$ cat config.mk
export PLATFORM = sky130hd
export DESIGN_NAME = ordered_list_move_by_offset_core
export DESIGN_NICKNAME = d
export VERILOG_FILES = /design/src/design/olmbo_pkg.sv /design/src/design/olmbo_mem.sv /design/src/design/olmbo_seq.sv /design/src/design/ordered_list_move_by_offset_core.sv
export SDC_FILE = /design/constraint.sdc
export NUM_CORES = 1
export LEC_CHECK = 0
export ABC_AREA = 1
export BUFFER_PORTS_ARGS = -buffer_cell sky130_fd_sc_hd__buf_2
export CORE_MARGIN = 3
export CORE_UTILIZATION = 52
export CTS_CLUSTER_DIAMETER = 150
export DETAILED_ROUTE_END_ITERATION = 10
export PLACE_DENSITY = 0.73
export SLEW_MARGIN = 40
export SYNTH_ARGS = -nofsm -noshare
export SYNTH_HDL_FRONTEND = slang
export SYNTH_SLANG_ARGS = --single-unit
$ cat constraint.sdc
create_clock -name clk -period 4.9 [get_ports clk]
set_clock_uncertainty 0.05 [all_clocks]
set_input_delay 0.98 -clock clk [delete_from_list [all_inputs] [get_ports clk]]
set_output_delay 0.98 -clock clk [all_outputs]
set_load 0.01 [all_outputs]
$ cat src/design/olmbo_pkg.sv
// Shared types and constants for the ordered list move-by-offset block.
package olmbo_pkg;

  localparam int CAPACITY_DEF = 64;   // default number of list slots
  localparam int ID_W         = 7;    // id, read index and config field width
  localparam int OFF_W        = 8;    // signed offset width
  localparam int STAT_W       = 2;
  localparam int ACT_W        = 2;
  localparam int LEN_RST      = 64;   // list length after reset, before clamping
  localparam logic [ID_W-1:0] INIT_COUNT_RST = ID_W'(64);

  typedef enum logic [ACT_W-1:0] {
    ACT_MOVE    = 2'd0,
    ACT_READ    = 2'd1,
    ACT_RESTART = 2'd2
  } act_t;

  typedef enum logic [STAT_W-1:0] {
    ST_OK        = 2'd0,
    ST_NOT_FOUND = 2'd1,
    ST_DROPPED   = 2'd2,
    ST_BAD_INDEX = 2'd3
  } status_t;

  typedef enum logic [3:0] {
    S_FILL,    // sweep list slots with 1..CAPACITY
    S_IDLE,
    S_SRD,     // search: issue read of slot k
    S_SCHK,    // search: compare slot k with the id
    S_PLAN,    // work out shift direction and end slot
    S_CRD,     // shift: read neighbor slot
    S_CWR,     // shift: write it into slot k
    S_PUT,     // write the moved id into its new slot
    S_RRD,     // read: issue read of the indexed slot
    S_RWT,     // read: capture data
    S_DONE     // result strobe
  } state_t;

endpackage

$ cat src/design/olmbo_mem.sv
// Single-port-write list store with registered read.
module olmbo_mem
  import olmbo_pkg::*;
#(
  parameter int DEPTH = CAPACITY_DEF,
  parameter int AW    = $clog2(CAPACITY_DEF),
  parameter int DW    = $clog2(CAPACITY_DEF + 1)
) (
  input  logic          clk,
  input  logic          we,
  input  logic [AW-1:0] waddr,
  input  logic [DW-1:0] wdata,
  input  logic [AW-1:0] raddr,
  output logic [DW-1:0] rdata
);

  logic [DW-1:0] mem [DEPTH];

  always_ff @(posedge clk) begin
    if (we) begin
      mem[waddr] <= wdata;
    end
    rdata <= mem[raddr];
  end

endmodule

$ cat src/design/olmbo_seq.sv
// Sequencer: id search, one-slot-per-step shifting, reads and refill sweeps.
module olmbo_seq
  import olmbo_pkg::*;
#(
  parameter int CAPACITY = CAPACITY_DEF,
  parameter int AW       = $clog2(CAPACITY_DEF),
  parameter int LW       = $clog2(CAPACITY_DEF + 1)
) (
  input  logic                    clk,
  input  logic                    rst,
  input  logic                    start,
  input  logic [ACT_W-1:0]        action,
  input  logic [ID_W-1:0]         student_id,
  input  logic signed [OFF_W-1:0] offset,
  input  logic [ID_W-1:0]         read_index,
  input  logic [LW-1:0]           fill_len,
  output logic                    busy,
  output logic                    done,
  output logic [STAT_W-1:0]       status,
  output logic [ID_W-1:0]         entry_value,
  output logic [ID_W-1:0]         list_length,
  output logic                    mem_we,
  output logic [AW-1:0]           mem_waddr,
  output logic [LW-1:0]           mem_wdata,
  output logic [AW-1:0]           mem_raddr,
  input  logic [LW-1:0]           mem_rdata
);

  localparam int CW      = (LW > ID_W) ? LW : ID_W;
  localparam int TW      = ((LW > OFF_W) ? LW : OFF_W) + 2;
  localparam int RST_LEN = (CAPACITY < LEN_RST) ? CAPACITY : LEN_RST;

  state_t                 state, state_next;
  logic [AW-1:0]          k;
  logic [AW-1:0]          end_pos;
  logic                   dir_left;
  logic                   put_en;
  logic                   fill_rsp;
  logic [LW-1:0]          len;
  logic [LW-1:0]          moved;
  logic [ID_W-1:0]        id_q;
  logic signed [OFF_W-1:0] off_q;
  logic [ID_W-1:0]        ridx_q;
  status_t                status_q;
  logic [ID_W-1:0]        value_q;

  logic                   match;
  logic                   k_last;
  logic [AW-1:0]          src;
  logic signed [TW-1:0]   t_s;
  logic                   in_range;
  logic [AW-1:0]          plan_end;
  logic                   read_ok;

  assign match    = CW'(mem_rdata) == CW'(id_q);
  assign k_last   = (LW'(k) + LW'(1)) == len;
  assign src      = dir_left ? (k + AW'(1)) : (k - AW'(1));
  // new 0-based slot = found slot + offset
  assign t_s      = signed'(TW'(k)) + TW'(off_q);
  assign in_range = !t_s[TW-1] && (t_s < signed'(TW'(len)));
  assign plan_end = in_range ? AW'(t_s) : AW'(len - LW'(1));
  assign read_ok  = (read_index != '0) && (CW'(read_index) <= CW'(len));

  // next state
  always_comb begin
    state_next = state;
    case (state)
      S_FILL: begin
        if (k == AW'(CAPACITY - 1)) begin
          state_next = fill_rsp ? S_DONE : S_IDLE;
        end
      end
      S_IDLE: begin
        if (start) begin
          case (action)
            ACT_MOVE:    state_next = (len == '0) ? S_DONE : S_SRD;
            ACT_READ:    state_next = read_ok ? S_RRD : S_DONE;
            ACT_RESTART: state_next = S_FILL;
            default:     state_next = S_DONE;
          endcase
        end
      end
      S_SRD:  state_next = S_SCHK;
      S_SCHK: begin
        if (match) begin
          state_next = S_PLAN;
        end else if (k_last) begin
          state_next = S_DONE;
        end else begin
          state_next = S_SRD;
        end
      end
      S_PLAN: begin
        if (plan_end == k) begin
          state_next = in_range ? S_PUT : S_DONE;
        end else begin
          state_next = S_CRD;
        end
      end
      S_CRD: state_next = S_CWR;
      S_CWR: begin
        if (src == end_pos) begin
          state_next = put_en ? S_PUT : S_DONE;
        end else begin
          state_next = S_CRD;
        end
      end
      S_PUT:  state_next = S_DONE;
      S_RRD:  state_next = S_RWT;
      S_RWT:  state_next = S_DONE;
      S_DONE: state_next = S_IDLE;
      default: state_next = S_IDLE;
    endcase
  end

  // memory control and handshake outputs
  always_comb begin
    mem_we    = 1'b0;
    mem_waddr = k;
    mem_wdata = mem_rdata;
    mem_raddr = k;
    busy      = 1'b1;
    done      = 1'b0;
    case (state)
      S_FILL: begin
        mem_we    = 1'b1;
        mem_wdata = LW'(k) + LW'(1);
      end
      S_IDLE: busy = 1'b0;
      S_CRD:  mem_raddr = src;
      S_CWR:  mem_we = 1'b1;
      S_PUT: begin
        mem_we    = 1'b1;
        mem_waddr = end_pos;
        mem_wdata = moved;
      end
      S_RRD:  mem_raddr = AW'(ridx_q - ID_W'(1));
      S_DONE: done = 1'b1;
      default: ;
    endcase
  end

  always_ff @(posedge clk) begin
    if (rst) begin
      state    <= S_FILL;
      k        <= '0;
      len      <= LW'(RST_LEN);
      fill_rsp <= 1'b0;
    end else begin
      state <= state_next;
      case (state)
        S_FILL: k <= k + AW'(1);
        S_IDLE: begin
          k        <= '0;
          fill_rsp <= 1'b0;
          id_q     <= student_id;
          off_q    <= offset;
          ridx_q   <= read_index;
          status_q <= ST_OK;
          value_q  <= '0;
          if (start) begin
            case (action)
              ACT_MOVE: begin
                if (len == '0) begin
                  status_q <= ST_NOT_FOUND;
                end
              end
              ACT_READ: begin
                if (!read_ok) begin
                  status_q <= ST_BAD_INDEX;
                end
              end
              ACT_RESTART: begin
                len      <= fill_len;
                fill_rsp <= 1'b1;
              end
              default: ;
            endcase
          end
        end
        S_SCHK: begin
          if (match) begin
            moved <= mem_rdata;
          end else if (k_last) begin
            status_q <= ST_NOT_FOUND;
          end else begin
            k <= k + AW'(1);
          end
        end
        S_PLAN: begin
          end_pos <= plan_end;
          put_en  <= in_range;
          // a forward move and a drop both close the gap toward the front
          dir_left <= !in_range || (AW'(t_s) >= k);
          if (!in_range) begin
            status_q <= ST_DROPPED;
            len      <= len - LW'(1);
          end
        end
        S_CWR:  k <= src;
        S_RWT:  value_q <= ID_W'(mem_rdata);
        default: ;
      endcase
    end
  end

  assign status      = status_q;
  assign entry_value = value_q;
  assign list_length = ID_W'(len);

endmodule

$ cat src/design/ordered_list_move_by_offset_core.sv
// Top level: config register, list sequencer and list store.
// Ordered list of unique ids with move-by-offset. Raise start while busy is
// low to hand in one transaction; exactly one result follows, shown for a
// single cycle with done high, and it must be taken then since it cannot be
// stalled. All work goes through one list store with one write and one
// registered read per cycle. A move searches the slots in order for the id,
// shifts the slots between its old and new place one at a time and then
// writes the id unless it is dropped; a restart sweeps all CAPACITY slots.
// After reset the store is swept with busy high. Write initial_count only
// while busy is low.
module ordered_list_move_by_offset_core
  import olmbo_pkg::*;
#(
  parameter int CAPACITY = CAPACITY_DEF
) (
  input  logic                    clk,
  input  logic                    rst,
  input  logic                    cfg_wr_en,
  input  logic [ID_W-1:0]         cfg_wr_data,
  input  logic                    start,
  output logic                    busy,
  input  logic [ACT_W-1:0]        action,
  input  logic [ID_W-1:0]         student_id,
  input  logic signed [OFF_W-1:0] offset,
  input  logic [ID_W-1:0]         read_index,
  output logic                    done,
  output logic [STAT_W-1:0]       status,
  output logic [ID_W-1:0]         entry_value,
  output logic [ID_W-1:0]         list_length
);

  localparam int AW = $clog2(CAPACITY);
  localparam int LW = $clog2(CAPACITY + 1);

  logic [ID_W-1:0] initial_count;
  logic [LW-1:0]   fill_len;
  logic            mem_we;
  logic [AW-1:0]   mem_waddr;
  logic [LW-1:0]   mem_wdata;
  logic [AW-1:0]   mem_raddr;
  logic [LW-1:0]   mem_rdata;

  always_ff @(posedge clk) begin
    if (rst) begin
      initial_count <= INIT_COUNT_RST;
    end else if (cfg_wr_en) begin
      initial_count <= cfg_wr_data;
    end
  end

  // clamp the restart count to the store size
  assign fill_len = (int'(initial_count) > CAPACITY) ? LW'(CAPACITY) : LW'(initial_count);

  olmbo_seq #(
    .CAPACITY (CAPACITY),
    .AW       (AW),
    .LW       (LW)
  ) u_seq (
    .clk         (clk),
    .rst         (rst),
    .start       (start),
    .action      (action),
    .student_id  (student_id),
    .offset      (offset),
    .read_index  (read_index),
    .fill_len    (fill_len),
    .busy        (busy),
    .done        (done),
    .status      (status),
    .entry_value (entry_value),
    .list_length (list_length),
    .mem_we      (mem_we),
    .mem_waddr   (mem_waddr),
    .mem_wdata   (mem_wdata),
    .mem_raddr   (mem_raddr),
    .mem_rdata   (mem_rdata)
  );

  olmbo_mem #(
    .DEPTH (CAPACITY),
    .AW    (AW),
    .DW    (LW)
  ) u_mem (
    .clk   (clk),
    .we    (mem_we),
    .waddr (mem_waddr),
    .wdata (mem_wdata),
    .raddr (mem_raddr),
    .rdata (mem_rdata)
  );

endmodule
# Word level (Yosys, flattened, before mapping)
# Memory sizes are Yosys's and may differ from the RTL's. A register that Yosys moved wholly into a read port is not among the register bits.
# Cells that the tools add are included.
# totals
out_inout_bits	18
inputBits	35
regBits	70
latchBits	0
word_cells	115
memories	1
ramBits	448
rom_bits	0
# classes
eq_ne	24
bitwise_logic	1
shift	0
mul	0
add_sub_neg	6
mux	42
reduce_logical	23
div_mod_pow	0
order_cmp	4
# mem_list
name	depth	width	read_ports	rd_clocked_by_memory_dff	write_ports	line_no	source
u_mem.mem	64	7	1	1	1	olmbo_mem.sv:17	logic [DW-1:0] mem [DEPTH];
# op_table
operator	count
case mux 7 bit (2 select lines)	3
2-to-1 mux 4 bit	10
case mux 4 bit (9 select lines)	1
2-to-1 mux 6 bit	5
2-to-1 mux 7 bit	4
case mux 6 bit (4 select lines)	1
equality test 4 x 3 -> 1 bit, second input constant	4
equality test 7 bit	2
equality test 4 bit, second input constant	3
equality test 6 bit	2
2-to-1 mux 2 bit	6
case mux 4 bit (3 select lines)	1
case mux 6 bit (2 select lines)	1
subtractor 6 x 1 -> 6 bit, second input constant	2
< comparator 10 x 8 -> 1 bit	1
!= test 2 bit, second input constant	5
adder 7 x 8 -> 9 bit	1
equality test 4 x 2 -> 1 bit, second input constant	2
2-to-1 mux 1 bit	8
AND reduction 2 bit	4
adder 6 x 1 -> 7 bit, second input constant	1
greater-than comparator 7 bit, second input constant	1
<= comparator 7 bit	1
logical NOT 7 bit	1
other kinds (25)	30

# Longest topological paths before layout
# logic_depth
word_depth	7
mapped_depth	24
mapped_depth_nobuf	24

# Hierarchy
# Synthesis repeated with hierarchy kept, for this count alone.
# hier_totals
hier_cells	2193
hier_area_um2	23304.9
# modules_own_cells
mod	area_per_inst_um2	n_inst	cells_per_inst	seq_area_each_um2
olmbo_mem	18545.3	1	1590	13593.0
olmbo_seq	4421.7	1	560	1711.6
ordered_list_move_by_offset_core	337.8	1	43	140.1

# Least setup slack after synthesis
# OpenSTA, ideal clock, no wires.
# synth_timing
kind	reg2reg
from	register u_seq.state[0]
to	memory u_mem.mem[0][5] (netlist name) (data pin)
period_less_slack_ns	3.552
path_slack_ns	1.348
arrival_time_ns	2.935
setup_time_ns	0.567
stages_incl_launch_ff	6
required_time_ns	4.283
n_path_buf	0
cell_sequence	dfxtp_1 nor2_2 inv_1 nor2_1 clkinv_1 o221ai_1
# synth_between
elab_chain_cells	2
word_cells_on_any_way	3
classes_between	eq/ne (1); mux (1); reduce/logical (1)
# synth_rtl
item	line_no	source
from (decl)	olmbo_seq.sv:33	state_t state, state_next;
from (signal assigned)	olmbo_seq.sv:150	state <= state_next;
equality test 4 x 3 -> 1 bit / logical NOT 4 bit (equally long branches)	olmbo_seq.sv:124	case (state)
case mux 7 bit (2 select lines) *	olmbo_seq.sv:124	
via mem_wdata[5]	ordered_list_move_by_offset_core.sv:39	logic [LW-1:0] mem_wdata;
to (decl)	olmbo_mem.sv:17	
# Mark *: on every way through the listed nets, which the timed path passes. The rest lies on a longest branch.

# Worst setup path after layout
# layout_timing
from	register u_seq.k[0]
to	register u_seq.state[3]
# layout_between
elab_chain_cells	7
word_cells_on_any_way	21
classes_between	add/sub (4); order compare (1); eq/ne (5); mux (8); reduce/logical (3)
# layout_rtl
item	line_no	source
from (decl)	olmbo_seq.sv:34	logic [AW-1:0] k;
from (signal assigned)	olmbo_seq.sv:152	S_FILL: k <= k + AW'(1);
from (signal assigned)	olmbo_seq.sv:187	k <= k + AW'(1);
from (signal assigned)	olmbo_seq.sv:200	S_CWR: k <= src;
adder 7 x 8 -> 9 bit	olmbo_seq.sv:59	assign t_s = signed'(TW'(k)) + TW'(off_q);
< comparator 10 x 8 -> 1 bit / logical NOT 1 bit (equally long branches)	olmbo_seq.sv:60	assign in_range = !t_s[TW-1] && (t_s < signed'(TW'(len)));
logical AND 1 bit	olmbo_seq.sv:60	
2-to-1 mux 6 bit	olmbo_seq.sv:61	assign plan_end = in_range ? AW'(t_s) : AW'(len - LW'(1));
equality test 6 bit	olmbo_seq.sv:94	if (plan_end == k) begin
2-to-1 mux 4 bit	olmbo_seq.sv:94	
case mux 4 bit (9 select lines)	olmbo_seq.sv:67	case (state)
# Parallel ways exist; a longest one is shown, timed or not.
# A chain may end at the register's enable or synchronous reset.

==> metrics.cfg <==
[power_and_ir_drop]
power_switching_mw=2.33
powerDensity_nw_per_um2=378
p_int_mw=7.41
peakVddDrop_mv=0.372
pwr-share-clk_pct=40.1
p_sw_share_pct=23.9
combPwrFrac_pct=8.5
power_mw=9.73
leakagePower_nw=9.07
seqPwrFrac_pct=51.4

[routing]
route.detailed.drc=0
num_vias=16200
drt-vias-per-instance=5.97
first_iter_violations=1858
drt.antenna.violating_nets=0
drtPass1Iterations=7
totalWireLength_um=58700
post_drt_wl_per_cell_um=21.6

[clock_tree]
cts_setup_buffers=0
clockRootBuffer=clkbuf_16
cts_hold_buf=0
post_cts_resize_count=0
clock-sinks=525
insertion_delay_ns=0.62
numCtsBuffers=52
h-tree-depth=2
cts_tree=built
clk_pin_slew_ns=0.07
ctsLongestPathBuffers=3

[worst_setup_path]
critical_path_buf_inv_count=0
r2r_cells=20
timing.rr.end=u_seq.state[3]
start_kind=flop
crit_family=simple AND/OR/NAND/NOR gates
r2r_start=u_seq.k[0]
cp_max_fo=15
path_common_cell=nand2_1
arrival_ns=4.30
critical_path.cell_chain=ha_1, fa_1, a21oi_1, xnor2_1, ha_1, nand2_1, nor2_1, nor2_1, nand2_1, nand2_2, nand3_4, nand2_1, nand3_1, nand2_1, nand2_1, nor2_1, nand4_1, nand2_1, nand2_1, nor2_1
crit_type=flop to flop
critPathCaptureType=flop
max_stage_delay_ns=0.74
critPathSlowestCell=dfxtp_1
r2r_setup_slack_ns=1.09
cp.required_ns=5.39

[sta]
relSlewSlack_pct=47.6
layout_worst_path_cycle_share_pct=77.7
fmax_mhz=262
setup_viol_count_final=0
setup_tns_ns=0
hold_viol_final=0
whs_ns=0.419
final_max_slew_viol_count=0
rsz0062_at_grt=false
max_slew.worst_pin.slew_ns=0.786
post-route-min-period_ns=3.81

[die]
core_area_um2=43600
ios=53
placementRows=76
fp.dieH_um=217
fp.dieW_um=217
initial_core_util_pct=53.3
die-area_um2=47200

[yosys]
yosysUniqueCellTypes=47
synth-edff-count=493
netlist_instances=2054
syn_area_um2=23200
yosys.area.top_type_share_pct=63.8
yosysWarnings=0
synth_common_cells=edfxtp_1 (493), nor2_1 (381), o21ai_0 (197)
ys.flop_type=edfxtp_1
yosys.area.top_type=edfxtp_1
ys_seq_area_share_pct=66.6
synth_nets=2120
syn_area_per_cell_um2=11.3
yosysMostFrequentCell=edfxtp_1
synth_seq_cells=525
async_flop_share_pct=0
ys_top_cells_by_area=edfxtp_1 (64%), nor2_1 (6.2%), o21ai_0 (4.2%)

[cells_and_area]
nNetsFinal=2159
area_growth_pct=11.1
layout.cells.non_filler=2721
drive_above_1_share_pct=10.9
n_antenna_cell=0

[global_routing]
grt_pass1_wl_um=90200
antenna_found_initial=0
grt_max_degree=204
overflow=0
track_usage_pct=24.6
grt_pass1_vias=15600

[worst_hold_path]
min-delay-start=initial_count[1]
hold_path_class=flop to flop
min_to=initial_count[1]
min_path_cells=2

[placement]
port_buffers=52
dp_cells=2622
gp_congestion=0.936
post-dp-hpwl_um=35300

[run]
maxCapViolations=0

[outcome]
status=completed

==> how the worst max path moves through the flow <==
stage,depth (start not counted),end,slack (ns),start
floorplan,5,u_mem.mem[0][5],1.35,u_seq.state[0]
finish,20,u_seq.state[3],1.09,u_seq.k[0]
global placement,19,u_seq.state[2],1.13,u_seq.k[0]
detailed placement,20,u_seq.state[3],1.13,u_seq.k[0]
CTS,20,u_seq.state[3],1.11,u_seq.k[0]
global route,20,u_seq.state[3],0.77,u_seq.k[0]
==> layout by cell type (no fill, tap or decap), types with 10 or more instances in the layout <==
cell	Yosys	final
edfxtp_1	493	493
nor2_1	381	379
o21ai_0	197	197
nand3_1	174	174
nand2_1	164	164
inv_1	123	123
o211ai_1	105	105
a21oi_1	64	64
clkbuf_16	0	53
buf_2	48	52
o21ai_1	36	36
dfxtp_1	32	32
or2_2	31	31
ha_1	30	30
buf_4	7	25
nand4_1	24	24
xor2_1	20	20
clkinv_1	4	16
clkbuf_1	28	10
==> metrics by stage <==
step                      instance area (um2)  utilization, %  worst slack (ns)
after global routing                    25800            59.2             0.769
after floorplan                         23200               -              1.35
after CTS                               25700            59.1              1.11
after detailed placement                24000            55.2              1.13
after global placement                  24000            55.2              1.13
final                                   25800            59.2              1.09
==> kinds of logic after synthesis <==
| group | count (synthesis) | share of synthesized area [%] |
|---|---|---|
| DFF | 525 | 66.6 |
| xor gates and xnor gates | 30 | 1.16 |
| and+or+nand+nor | 799 | 14.9 |
| AOI/OAI and AO/OA | 432 | 10.9 |
| adders and majority gates | 31 | 1.70 |
| buffers and inverters | 237 | 4.75 |
==> power groups by stage <==
stage / clock network [mW] / logic (mW) / registers, mW
floorplan: 0 / 0.552 / 5.07
global placement: 0 / 0.792 / 5.10
detailed placement: 0 / 0.811 / 5.10
CTS: 3.94 / 0.817 / 5.00
global route: 4.13 / 0.910 / 5.00
finish: 3.90 / 0.832 / 5.00
==> layer usage <==
layer	track usage, %	wire length, um	vias up
met3	4.45	5200	132
li1	-	-	7425
met2	39.2	27700	767
met4	9.22	1940	0
met5	0	0	-
met1	34.1	23800	7925
==> worst min-delay path, cell delays in order (launching register included) <==
cell	delay, ns
dfxtp_1	0.30
inv_1	0.06
a21oi_1	0.06
==> layout make-up <==
cell class / instances / area (um2)
flip-flops and latches: 525 / 15400
well taps: 585 / 732
fillers: 3541 / 17800
multi-input cells: 1292 / 6790
repair buffers: 85 / 602
inverters: 137 / 519
clock inverters: 27 / 228
clock buffers: 70 / 1460
==> registers in the layout (all words and copies together) (netlist names) <==
name and cells:
u_seq.moved 7, u_seq.state 4, u_seq.status 2, u_seq.entry_value 7, u_seq.list_length 7, u_seq.dir_left 1
initial_count 7, u_seq.ridx_q 6, u_seq.put_en 1, u_mem.rdata 7, u_seq.end_pos 6, u_mem.mem 448
u_seq.off_q 8, u_seq.fill_rsp 1, u_seq.id_q 7, u_seq.k 6
(Power assumes the default switching activity.)
